`src/sv/plc_pkg.sv`:
```
// Shared types, constants and tables for the proximity lid controller.
`default_nettype none

package plc_pkg;

  localparam int unsigned ModeW   = 2;
  localparam int unsigned LedW    = 8;
  localparam int unsigned StampW  = 32;
  localparam int unsigned EchoW   = 16;
  localparam int unsigned AdcW    = 10;
  localparam int unsigned ServoW  = 7;
  localparam int unsigned DistW   = 11;
  localparam int unsigned PctW    = 7;
  localparam int unsigned OpenW   = 9;
  localparam int unsigned MsW     = 16;

  localparam int unsigned CfgIdxW  = 2;
  localparam int unsigned CfgDataW = 16;

  // Widths of the two serial dividers.
  localparam int unsigned EchoDenW = 6;
  localparam int unsigned FillNumW = 14;
  localparam int unsigned FillDenW = 13;

  localparam logic [EchoDenW-1:0] EchoPerCm   = EchoDenW'(58);
  localparam logic [FillNumW-1:0] FillScale   = FillNumW'(13312);
  localparam logic [DistW-1:0]    NoEchoCm    = DistW'(400);
  localparam logic [ServoW-1:0]   ServoClosed = ServoW'(120);
  localparam logic [ServoW-1:0]   ServoOpen   = ServoW'(0);
  localparam logic [4:0]          FillClamp   = 5'd26;

  localparam logic [OpenW-1:0] OpenDistReset  = OpenW'(20);
  localparam logic [MsW-1:0]   IntervalReset  = MsW'(1000);
  localparam logic [MsW-1:0]   SettleReset    = MsW'(1500);
  localparam logic [LedW-1:0]  LockLevelReset = LedW'(255);

  typedef enum logic [ModeW-1:0] {
    MODE_PASS   = 2'd0,
    MODE_LED    = 2'd1,
    MODE_REPORT = 2'd2,
    MODE_SPARE  = 2'd3
  } plc_mode_e;

  typedef enum logic [CfgIdxW-1:0] {
    REG_OPEN_DIST = 2'd0,
    REG_INTERVAL  = 2'd1,
    REG_SETTLE    = 2'd2,
    REG_LOCK_LVL  = 2'd3
  } plc_reg_e;

  typedef enum logic {
    ST_IDLE = 1'b0,
    ST_RUN  = 1'b1
  } plc_state_e;

  typedef struct packed {
    logic [ModeW-1:0]  mode;
    logic [LedW-1:0]   brightness;
    logic [StampW-1:0] now_ms;
    logic [EchoW-1:0]  echo_us;
    logic [AdcW-1:0]   ir_adc;
  } plc_in_t;

  typedef struct packed {
    logic              lid_is_open;
    logic [ServoW-1:0] servo_angle;
    logic [LedW-1:0]   led_level;
    logic              lock_flag;
    logic              measured;
    logic [DistW-1:0]  distance_cm;
    logic              report_valid;
    logic [PctW-1:0]   fullness_pct;
  } plc_out_t;

  // Fill percentage for a clamped IR distance d of 0..26: (26 - d) * 100 / 26.
  function automatic logic [PctW-1:0] level_of(input logic [4:0] d);
    logic [PctW-1:0] lvl;
    case (d)
      5'd0:    lvl = 7'd100;
      5'd1:    lvl = 7'd96;
      5'd2:    lvl = 7'd92;
      5'd3:    lvl = 7'd88;
      5'd4:    lvl = 7'd84;
      5'd5:    lvl = 7'd80;
      5'd6:    lvl = 7'd76;
      5'd7:    lvl = 7'd73;
      5'd8:    lvl = 7'd69;
      5'd9:    lvl = 7'd65;
      5'd10:   lvl = 7'd61;
      5'd11:   lvl = 7'd57;
      5'd12:   lvl = 7'd53;
      5'd13:   lvl = 7'd50;
      5'd14:   lvl = 7'd46;
      5'd15:   lvl = 7'd42;
      5'd16:   lvl = 7'd38;
      5'd17:   lvl = 7'd34;
      5'd18:   lvl = 7'd30;
      5'd19:   lvl = 7'd26;
      5'd20:   lvl = 7'd23;
      5'd21:   lvl = 7'd19;
      5'd22:   lvl = 7'd15;
      5'd23:   lvl = 7'd11;
      5'd24:   lvl = 7'd7;
      5'd25:   lvl = 7'd3;
      default: lvl = 7'd0;
    endcase
    return lvl;
  endfunction

endpackage

`default_nettype wire

```
`src/sv/proximity_lid_controller.sv`:
```
// Top level of the proximity lid controller: command handling, timing and lid decision.
`default_nettype none

// Each input transfer is one pass of the control loop; each one yields exactly one
// output transfer carrying the lid, LED, lock, distance and fill level status.
// Channels: in_valid_i / in_stall_o with payload in_data_i, and out_valid_o /
// out_stall_i with payload out_data_o. A transfer happens at a rising edge where
// valid is high and stall is low. Configuration is written through cfg_we_i,
// cfg_idx_i and cfg_wdata_i, one register per cycle; the user must write them
// only while the block is idle, as the block itself does not enforce this. The
// result goes to the output register once both dividers are done; the echo divider,
// which produces one quotient bit per cycle over its sixteen bit dividend, finishes
// last, the fill level divider alongside it. Only one item is in flight at a time.
// The input is stalled from acceptance until the result is written out, so a new
// item may be taken while the previous result still waits at the output.
// When the receiver stalls, the result stays in the output register unchanged and
// a finished item waits, holding its state update, until the register is free.
// Reset clears the lid, lock, stamps, fill level, LED and distance state to zero and
// returns the configuration registers to their default values.

module proximity_lid_controller (
  input  wire logic                          clk_i,
  input  wire logic                          rst_ni,
  input  wire logic                          in_valid_i,
  output logic                               in_stall_o,
  input  wire plc_pkg::plc_in_t              in_data_i,
  output logic                               out_valid_o,
  input  wire logic                          out_stall_i,
  output plc_pkg::plc_out_t                  out_data_o,
  input  wire logic                          cfg_we_i,
  input  wire logic [plc_pkg::CfgIdxW-1:0]   cfg_idx_i,
  input  wire logic [plc_pkg::CfgDataW-1:0]  cfg_wdata_i
);

  // Configuration registers.
  logic [plc_pkg::OpenW-1:0] open_dist_q;
  logic [plc_pkg::MsW-1:0]   interval_q;
  logic [plc_pkg::MsW-1:0]   settle_q;
  logic [plc_pkg::LedW-1:0]  lock_lvl_q;

  // Loop state.
  logic                        locked_q, locked_d;
  logic                        open_q, open_d;
  logic [plc_pkg::StampW-1:0]  close_stamp_q, close_stamp_d;
  logic [plc_pkg::StampW-1:0]  meas_stamp_q, meas_stamp_d;
  logic [plc_pkg::PctW-1:0]    fill_q, fill_d;
  logic [plc_pkg::LedW-1:0]    led_q, led_d;
  logic [plc_pkg::DistW-1:0]   dist_q, dist_d;

  // Captured item and the time checks made on acceptance.
  plc_pkg::plc_in_t item_q;
  logic             meas_due_q;
  logic             fill_due_q;

  plc_pkg::plc_state_e state_q, state_d;
  logic                out_valid_q, out_valid_d;
  plc_pkg::plc_out_t   out_data_q, out_data_d;

  logic                           accept;
  logic                           commit;
  logic [plc_pkg::StampW-1:0]     meas_limit;
  logic [plc_pkg::StampW-1:0]     fill_limit;
  logic [plc_pkg::FillDenW-1:0]   adc_x5;
  logic                           echo_busy;
  logic                           fill_busy;
  logic [plc_pkg::EchoW-1:0]      echo_quo;
  logic [plc_pkg::FillNumW-1:0]   fill_quo;
  logic [plc_pkg::DistW-1:0]      new_dist;
  logic [4:0]                     ir_dist;

  assign accept = in_valid_i && !in_stall_o;

  // Both time comparisons wrap modulo 2^32, exactly as the stamps do.
  assign meas_limit = meas_stamp_q + {{(plc_pkg::StampW - plc_pkg::MsW){1'b0}}, interval_q};
  assign fill_limit = close_stamp_q + {{(plc_pkg::StampW - plc_pkg::MsW){1'b0}}, settle_q};

  // Five times the ADC sample as a shift and an add.
  assign adc_x5 = {1'b0, in_data_i.ir_adc, 2'b00}
                + {3'b000, in_data_i.ir_adc};

  plc_sdiv #(
    .NumW (plc_pkg::EchoW),
    .DenW (plc_pkg::EchoDenW)
  ) u_echo_div (
    .clk_i   (clk_i),
    .rst_ni  (rst_ni),
    .start_i (accept),
    .num_i   (in_data_i.echo_us),
    .den_i   (plc_pkg::EchoPerCm),
    .busy_o  (echo_busy),
    .quo_o   (echo_quo)
  );

  // A zero sample divides by zero and yields all ones, which clamps to the
  // same empty level that an absent reading gives.
  plc_sdiv #(
    .NumW (plc_pkg::FillNumW),
    .DenW (plc_pkg::FillDenW)
  ) u_fill_div (
    .clk_i   (clk_i),
    .rst_ni  (rst_ni),
    .start_i (accept),
    .num_i   (plc_pkg::FillScale),
    .den_i   (adc_x5),
    .busy_o  (fill_busy),
    .quo_o   (fill_quo)
  );

  // Sequencer: accept an item, wait for both dividers, then write the result
  // once the output register is free.
  always_comb begin
    state_d    = state_q;
    in_stall_o = 1'b1;
    commit     = 1'b0;
    case (state_q)
      plc_pkg::ST_IDLE: begin
        in_stall_o = 1'b0;
        if (in_valid_i) begin
          state_d = plc_pkg::ST_RUN;
        end
      end
      plc_pkg::ST_RUN: begin
        if (!echo_busy && !fill_busy && (!out_valid_q || !out_stall_i)) begin
          commit  = 1'b1;
          state_d = plc_pkg::ST_IDLE;
        end
      end
      default: begin
        state_d = plc_pkg::ST_IDLE;
      end
    endcase
  end

  // State update for one item: the command first, then the measurement.
  always_comb begin
    locked_d      = locked_q;
    led_d         = led_q;
    fill_d        = fill_q;
    open_d        = open_q;
    close_stamp_d = close_stamp_q;
    meas_stamp_d  = meas_stamp_q;
    dist_d        = dist_q;

    // The echo quotient is at most 1129, so eleven bits hold it.
    new_dist = (echo_quo == '0) ? plc_pkg::NoEchoCm : echo_quo[plc_pkg::DistW-1:0];
    ir_dist  = (fill_quo > {{(plc_pkg::FillNumW - 5){1'b0}}, plc_pkg::FillClamp})
             ? plc_pkg::FillClamp : fill_quo[4:0];

    case (plc_pkg::plc_mode_e'(item_q.mode))
      plc_pkg::MODE_LED: begin
        locked_d = item_q.brightness == lock_lvl_q;
        led_d    = item_q.brightness;
      end
      plc_pkg::MODE_REPORT: begin
        if (fill_due_q) begin
          fill_d = plc_pkg::level_of(ir_dist);
        end
      end
      default: begin
      end
    endcase

    if (meas_due_q) begin
      meas_stamp_d = item_q.now_ms;
      dist_d       = new_dist;
      if (new_dist < {2'b00, open_dist_q} && !locked_d) begin
        open_d = 1'b1;
      end else begin
        if (open_q) begin
          close_stamp_d = item_q.now_ms;
        end
        open_d = 1'b0;
      end
    end

    out_data_d.lid_is_open  = open_d;
    out_data_d.servo_angle  = open_d ? plc_pkg::ServoOpen : plc_pkg::ServoClosed;
    out_data_d.led_level    = led_d;
    out_data_d.lock_flag    = locked_d;
    out_data_d.measured     = meas_due_q;
    out_data_d.distance_cm  = dist_d;
    out_data_d.report_valid = item_q.mode == plc_pkg::MODE_REPORT;
    out_data_d.fullness_pct = fill_d;

    out_valid_d = out_valid_q;
    if (out_valid_q && !out_stall_i) begin
      out_valid_d = 1'b0;
    end
    if (commit) begin
      out_valid_d = 1'b1;
    end
  end

  always_ff @(posedge clk_i or negedge rst_ni) begin
    if (!rst_ni) begin
      state_q       <= plc_pkg::ST_IDLE;
      out_valid_q   <= 1'b0;
      locked_q      <= 1'b0;
      open_q        <= 1'b0;
      close_stamp_q <= '0;
      meas_stamp_q  <= '0;
      fill_q        <= '0;
      led_q         <= '0;
      dist_q        <= '0;
    end else begin
      state_q     <= state_d;
      out_valid_q <= out_valid_d;
      if (commit) begin
        locked_q      <= locked_d;
        open_q        <= open_d;
        close_stamp_q <= close_stamp_d;
        meas_stamp_q  <= meas_stamp_d;
        fill_q        <= fill_d;
        led_q         <= led_d;
        dist_q        <= dist_d;
      end
    end
  end

  // Configuration writes; an index past the last register is ignored.
  always_ff @(posedge clk_i or negedge rst_ni) begin
    if (!rst_ni) begin
      open_dist_q <= plc_pkg::OpenDistReset;
      interval_q  <= plc_pkg::IntervalReset;
      settle_q    <= plc_pkg::SettleReset;
      lock_lvl_q  <= plc_pkg::LockLevelReset;
    end else if (cfg_we_i) begin
      case (plc_pkg::plc_reg_e'(cfg_idx_i))
        plc_pkg::REG_OPEN_DIST: open_dist_q <= cfg_wdata_i[plc_pkg::OpenW-1:0];
        plc_pkg::REG_INTERVAL:  interval_q  <= cfg_wdata_i[plc_pkg::MsW-1:0];
        plc_pkg::REG_SETTLE:    settle_q    <= cfg_wdata_i[plc_pkg::MsW-1:0];
        plc_pkg::REG_LOCK_LVL:  lock_lvl_q  <= cfg_wdata_i[plc_pkg::LedW-1:0];
        default: begin
        end
      endcase
    end
  end

  // The item and its time checks are captured on acceptance; the state that
  // they read cannot change before the item is committed.
  always_ff @(posedge clk_i) begin
    if (accept) begin
      item_q     <= in_data_i;
      meas_due_q <= in_data_i.now_ms > meas_limit;
      fill_due_q <= !open_q && (in_data_i.now_ms > fill_limit);
    end
    if (commit) begin
      out_data_q <= out_data_d;
    end
  end

  assign out_valid_o = out_valid_q;
  assign out_data_o  = out_data_q;

endmodule

`default_nettype wire

```
`src/sv/plc_sdiv.sv`:
```
// Restoring divider that produces one quotient bit per clock cycle.
`default_nettype none

module plc_sdiv #(
  parameter int unsigned NumW = 16,
  parameter int unsigned DenW = 6
) (
  input  wire logic            clk_i,
  input  wire logic            rst_ni,
  input  wire logic            start_i,
  input  wire logic [NumW-1:0] num_i,
  input  wire logic [DenW-1:0] den_i,
  output logic                 busy_o,
  output logic      [NumW-1:0] quo_o
);

  localparam int unsigned CntW = $clog2(NumW + 1);

  logic [CntW-1:0] cnt_q, cnt_d;
  logic [NumW-1:0] sh_q, sh_d;
  logic [DenW-1:0] rem_q, rem_d;
  logic [DenW-1:0] den_q;
  logic [DenW:0]   trial;
  logic [DenW:0]   diff;
  logic            fits;

  // The shift register holds the remaining dividend bits at the top and
  // collects quotient bits at the bottom.
  always_comb begin
    trial = {rem_q, sh_q[NumW-1]};
    diff  = trial - {1'b0, den_q};
    fits  = trial >= {1'b0, den_q};
    cnt_d = cnt_q;
    sh_d  = sh_q;
    rem_d = rem_q;
    if (start_i) begin
      cnt_d = CntW'(NumW);
      sh_d  = num_i;
      rem_d = '0;
    end else if (cnt_q != '0) begin
      cnt_d = cnt_q - 1'b1;
      sh_d  = {sh_q[NumW-2:0], fits};
      rem_d = fits ? diff[DenW-1:0] : trial[DenW-1:0];
    end
  end

  always_ff @(posedge clk_i or negedge rst_ni) begin
    if (!rst_ni) begin
      cnt_q <= '0;
    end else begin
      cnt_q <= cnt_d;
    end
  end

  always_ff @(posedge clk_i) begin
    sh_q  <= sh_d;
    rem_q <= rem_d;
    if (start_i) begin
      den_q <= den_i;
    end
  end

  assign busy_o = cnt_q != '0;
  assign quo_o  = sh_q;

endmodule

`default_nettype wire

```
`config.mk`:
```
export PLATFORM = sky130hd
export DESIGN_NAME = proximity_lid_controller
export DESIGN_NICKNAME = d
export VERILOG_FILES = /design/src/sv/plc_pkg.sv /design/src/sv/proximity_lid_controller.sv /design/src/sv/plc_sdiv.sv
export SDC_FILE = /design/constraint.sdc
export NUM_CORES = 1
export LEC_CHECK = 0
export ABC_AREA = 1
export ABC_CLOCK_PERIOD_IN_PS = 2900
export BUFFER_PORTS_ARGS = -buffer_cell sky130_fd_sc_hd__buf_2
export CAP_MARGIN = 20
export CORE_UTILIZATION = 55
export CTS_CLUSTER_DIAMETER = 120
export DETAILED_ROUTE_END_ITERATION = 12
export GPL_TIMING_DRIVEN = 0
export PLACE_DENSITY = 0.77
export SYNTH_ARGS = -nofsm -noshare
export SYNTH_HDL_FRONTEND = slang
export SYNTH_SLANG_ARGS = --single-unit
```
`constraint.sdc`:
```
create_clock -name clk_i -period 2.9 [get_ports clk_i]
set_input_delay 0.145 -clock clk_i [delete_from_list [all_inputs] [get_ports clk_i]]
set_output_delay 0.145 -clock clk_i [all_outputs]
set_load 0.01 [all_outputs]
```
==> impl_metrics.json <==
{
  "drc": 0,
  "grt_max_degree": 84,
  "syn_area_mm2": 0.0167,
  "power.total_mw": 15.7,
  "fin_worst_skew_ns": 0.0152,
  "async_reset_ff_frac": 0.526,
  "cp_slowest_cell": "dfrtp_1",
  "synth.largest_area_cell": "dfrtp_1",
  "grt_overflow_total": 0,
  "antenna_cells": 0,
  "ys.warnings.count": 0,
  "power_density_mw_per_mm2": 765,
  "maxSlewViolCount": 0,
  "yosys-mux-area-fraction": 0,
  "fmax_ghz": 0.300,
  "clk_latency_ns": 0.59,
  "synth.avg_cell_area_um2": 8.47,
  "placed_cell_area_mm2": 0.0179,
  "htree_levels": 1,
  "required_ns": 3.30,
  "ir_worst_vdd_uv": 526,
  "cpMostUsedCell": "nand2_1",
  "syn_inst": 1973,
  "vias": 14816,
  "synth-simple-area-share": 0.187,
  "drive_above_1_share": 0.184,
  "hold_ws_ns": 0.0131,
  "setup_viol": 2,
  "yosysMostFrequentCell": "nand2_1",
  "met1_length_mm": 19.2,
  "synthTopCellsByCount": "516 x nand2_1, 274 x inv_1, 194 x o21ai_0",
  "wl_met3_mm": 3.09,
  "clockBufferDepth": 3,
  "startpoint_type": "flip-flop",
  "synthFlopType": "dfrtp_1",
  "ant_nets": 0,
  "numCtsBuffers": 31,
  "outcome": "finished with violations",
  "antenna_found_initial": 0,
  "syn_to_final_growth_pct": 23.0,
  "rows": 63,
  "worst_pin_slew_ns": 0.955,
  "top_level_ports": 130,
  "grt_pass1_wl_mm": 73.2,
  "ys_ff_latch": 289,
  "ys_seq_area_frac": 0.455,
  "synth_top_cell_area_share": 0.193,
  "cp_cell_sequence": "ha_2 -> inv_2 -> fa_2 -> nand3b_1 -> nand2_2 -> a21boi_4 -> o21ai_4 -> nand3_2 -> nand2_2 -> xnor2_2 -> ha_1 -> nand2_1 -> inv_2 -> nand3_2 -> or3_4 -> inv_4 -> nand2_1 -> nand2_1 -> nand2_1 -> a21oi_2",
  "routabilityCongestion": 1.03,
  "coreArea_mm2": 0.0298,
  "hpwl_mm": 33.1,
  "arrival_ns": 3.73,
  "viasPerCell": 5.56,
  "ys_top_cells_by_area": "dfrtp_1 19%, edfxtp_1 19%, nand2_1 12%",
  "finalCritPeriodShare": 1.15,
  "fin_crit_ns": 3.33,
  "cts_root_buffer": "clkbuf_16",
  "fin_ws_ns": -0.432,
  "clkSinkCount": 289,
  "grt_pass1_vias": 14520,
  "path_clk_slew_ns": 0.07,
  "routed.top_layer": "met4",
  "drtIter0Drc": 1271,
  "die_h_um": 176,
  "port_buffers": 126,
  "crit_type": "flip-flop to flip-flop",
  "met2_length_mm": 23.3,
  "hold_path.class": "input port to flip-flop",
  "violations": "setup timing",
  "endpoint_kind": "flip-flop",
  "drv_cap": 0,
  "synth_top_family_by_area": "simple AND/OR/NAND/NOR gates",
  "dr.pass1.iters": 5,
  "grt_usage": 0.299,
  "crit_fanout": 3,
  "synth-edff-count": 104,
  "slew_headroom": 0.363,
  "design_area_mm2": 0.0206,
  "synth.distinct_cells": 59,
  "synth_xor_area_frac": 0.0377,
  "fin_util": 0.690,
  "tns_ns": -0.799,
  "die_w_um": 176,
  "synth-compound-area-share": 0.136,
  "hold_viol": 0,
  "drt-total-wl_mm": 47.4,
  "p_leak_nw": 9.78,
  "wl_per_cell_um": 17.8,
  "start_util": 0.561,
  "cts_tree": "yes",
  "final_nets": 2475,
  "die-area_mm2": 0.0311,
  "rsz0062_at_grt": "yes",
  "synth_fa_ha_area_frac": 0.104,
  "max_stage_delay_ns": 0.37
}
## worst paths after layout
path / from / endpoint / slack, ns / cells after the start
max reg2reg: settle_q[0] / fill_due_q / -0.43 / 20
min in group asynchronous: rst_ni / fill_q[2] / 0.14 / 2
max: settle_q[0] / fill_due_q / -0.43 / 20
min reg2reg: u_echo_div.rem_q[5] / u_echo_div.rem_q[5] / 0.47 / 2
max in group asynchronous: rst_ni / interval_q[6] / 1.91 / 3
min: cfg_we_i / interval_q[0] / 0.01 / 4
## kinds of logic after synthesis
family	count (synthesis)
AOI/OAI and AO/OA	394
xor gates and xnor gates	72
adders and majority gates	136
buffers and inverters	330
DFF	289
other	1
and+or+nand+nor	751
## final cells by class
type,count,area (um2)
Inverter,280,1050
Tap cell,390,488
Clock inverter,20,254
Fill cell,2278,9230
Multi-Input combinational cell,1357,8200
Buffer,50,322
Clock buffer,38,886
Timing Repair Buffer,239,1750
Sequential cell,289,7620
## state kept, by name, indices dropped and copies added, names as in the netlist, 4 cells and up
signal,cells
dist_q,11
u_fill_div.rem_q,13
fill_q,7
interval_q,16
u_echo_div.quo_o,16
u_fill_div.quo_o,14
led_q,8
u_echo_div.cnt_q,5
out_data_o,31
settle_q,16
u_fill_div.cnt_q,4
meas_stamp_q,32
lock_lvl_q,8
open_dist_q,9
close_stamp_q,32
u_echo_div.rem_q,6
item_q,42
u_fill_div.den_q,13
## worst max-delay path: cells and delay by family (launching register included)
family	cells	cell delay, ns
AOI/OAI and AO/OA	3	0.51
xor gates and xnor gates	1	0.07
adders and majority gates	3	0.82
buffers and inverters	3	0.16
DFF	1	0.37
and+or+nand+nor	10	1.21
## per-layer routing
metal	up-vias	GRT usage
met5	-	0
met4	0	0.118
met3	133	0.0334
met2	578	0.520
met1	7056	0.380
li1	7049	-
## repair_timing
| item | CTS | global route |
|---|---|---|
| endpoints found under the hold margin | 182 | 0 |
| hold buffers | 80 | 0 |
| pin swaps | 12 | 33 |
| gates resized for setup | 40 | 83 |
| gates cloned | 0 | 4 |
| setup buffers | 8 | 22 |
| endpoints found under the setup margin | 3 | 35 |
## stage by stage
| stage | setup WS [ns] | std cells |
|---|---|---|
| finish | -0.432 | 2663 |
| global route | -0.535 | 2663 |
| CTS | -0.384 | 2638 |
| detailed placement | -0.789 | 2492 |
| global placement | -1.17 | 2491 |
| floorplan | -0.00196 | 1975 |
## cell usage in the layout (no fill, tap or decap), drive strengths merged, types with 64 or more instances in the layout
cell type,instances
dlygate4sd3,80
o21ai,241
nand2,520
dfrtp,129
a21oi,92
inv,280
edfxtp,104
buf,183
clkbuf,64
ha,132
nor2,103
## power breakdown
part	internal [mW]	switching, mW	leakage [nW]
Clock	2.63	1.74	0.550
Combinational	2.12	3.38	6.18
Sequential	5.24	0.628	3.06
Total	9.99	5.74	9.78
Note: power is estimated with default switching activity, not from simulation.
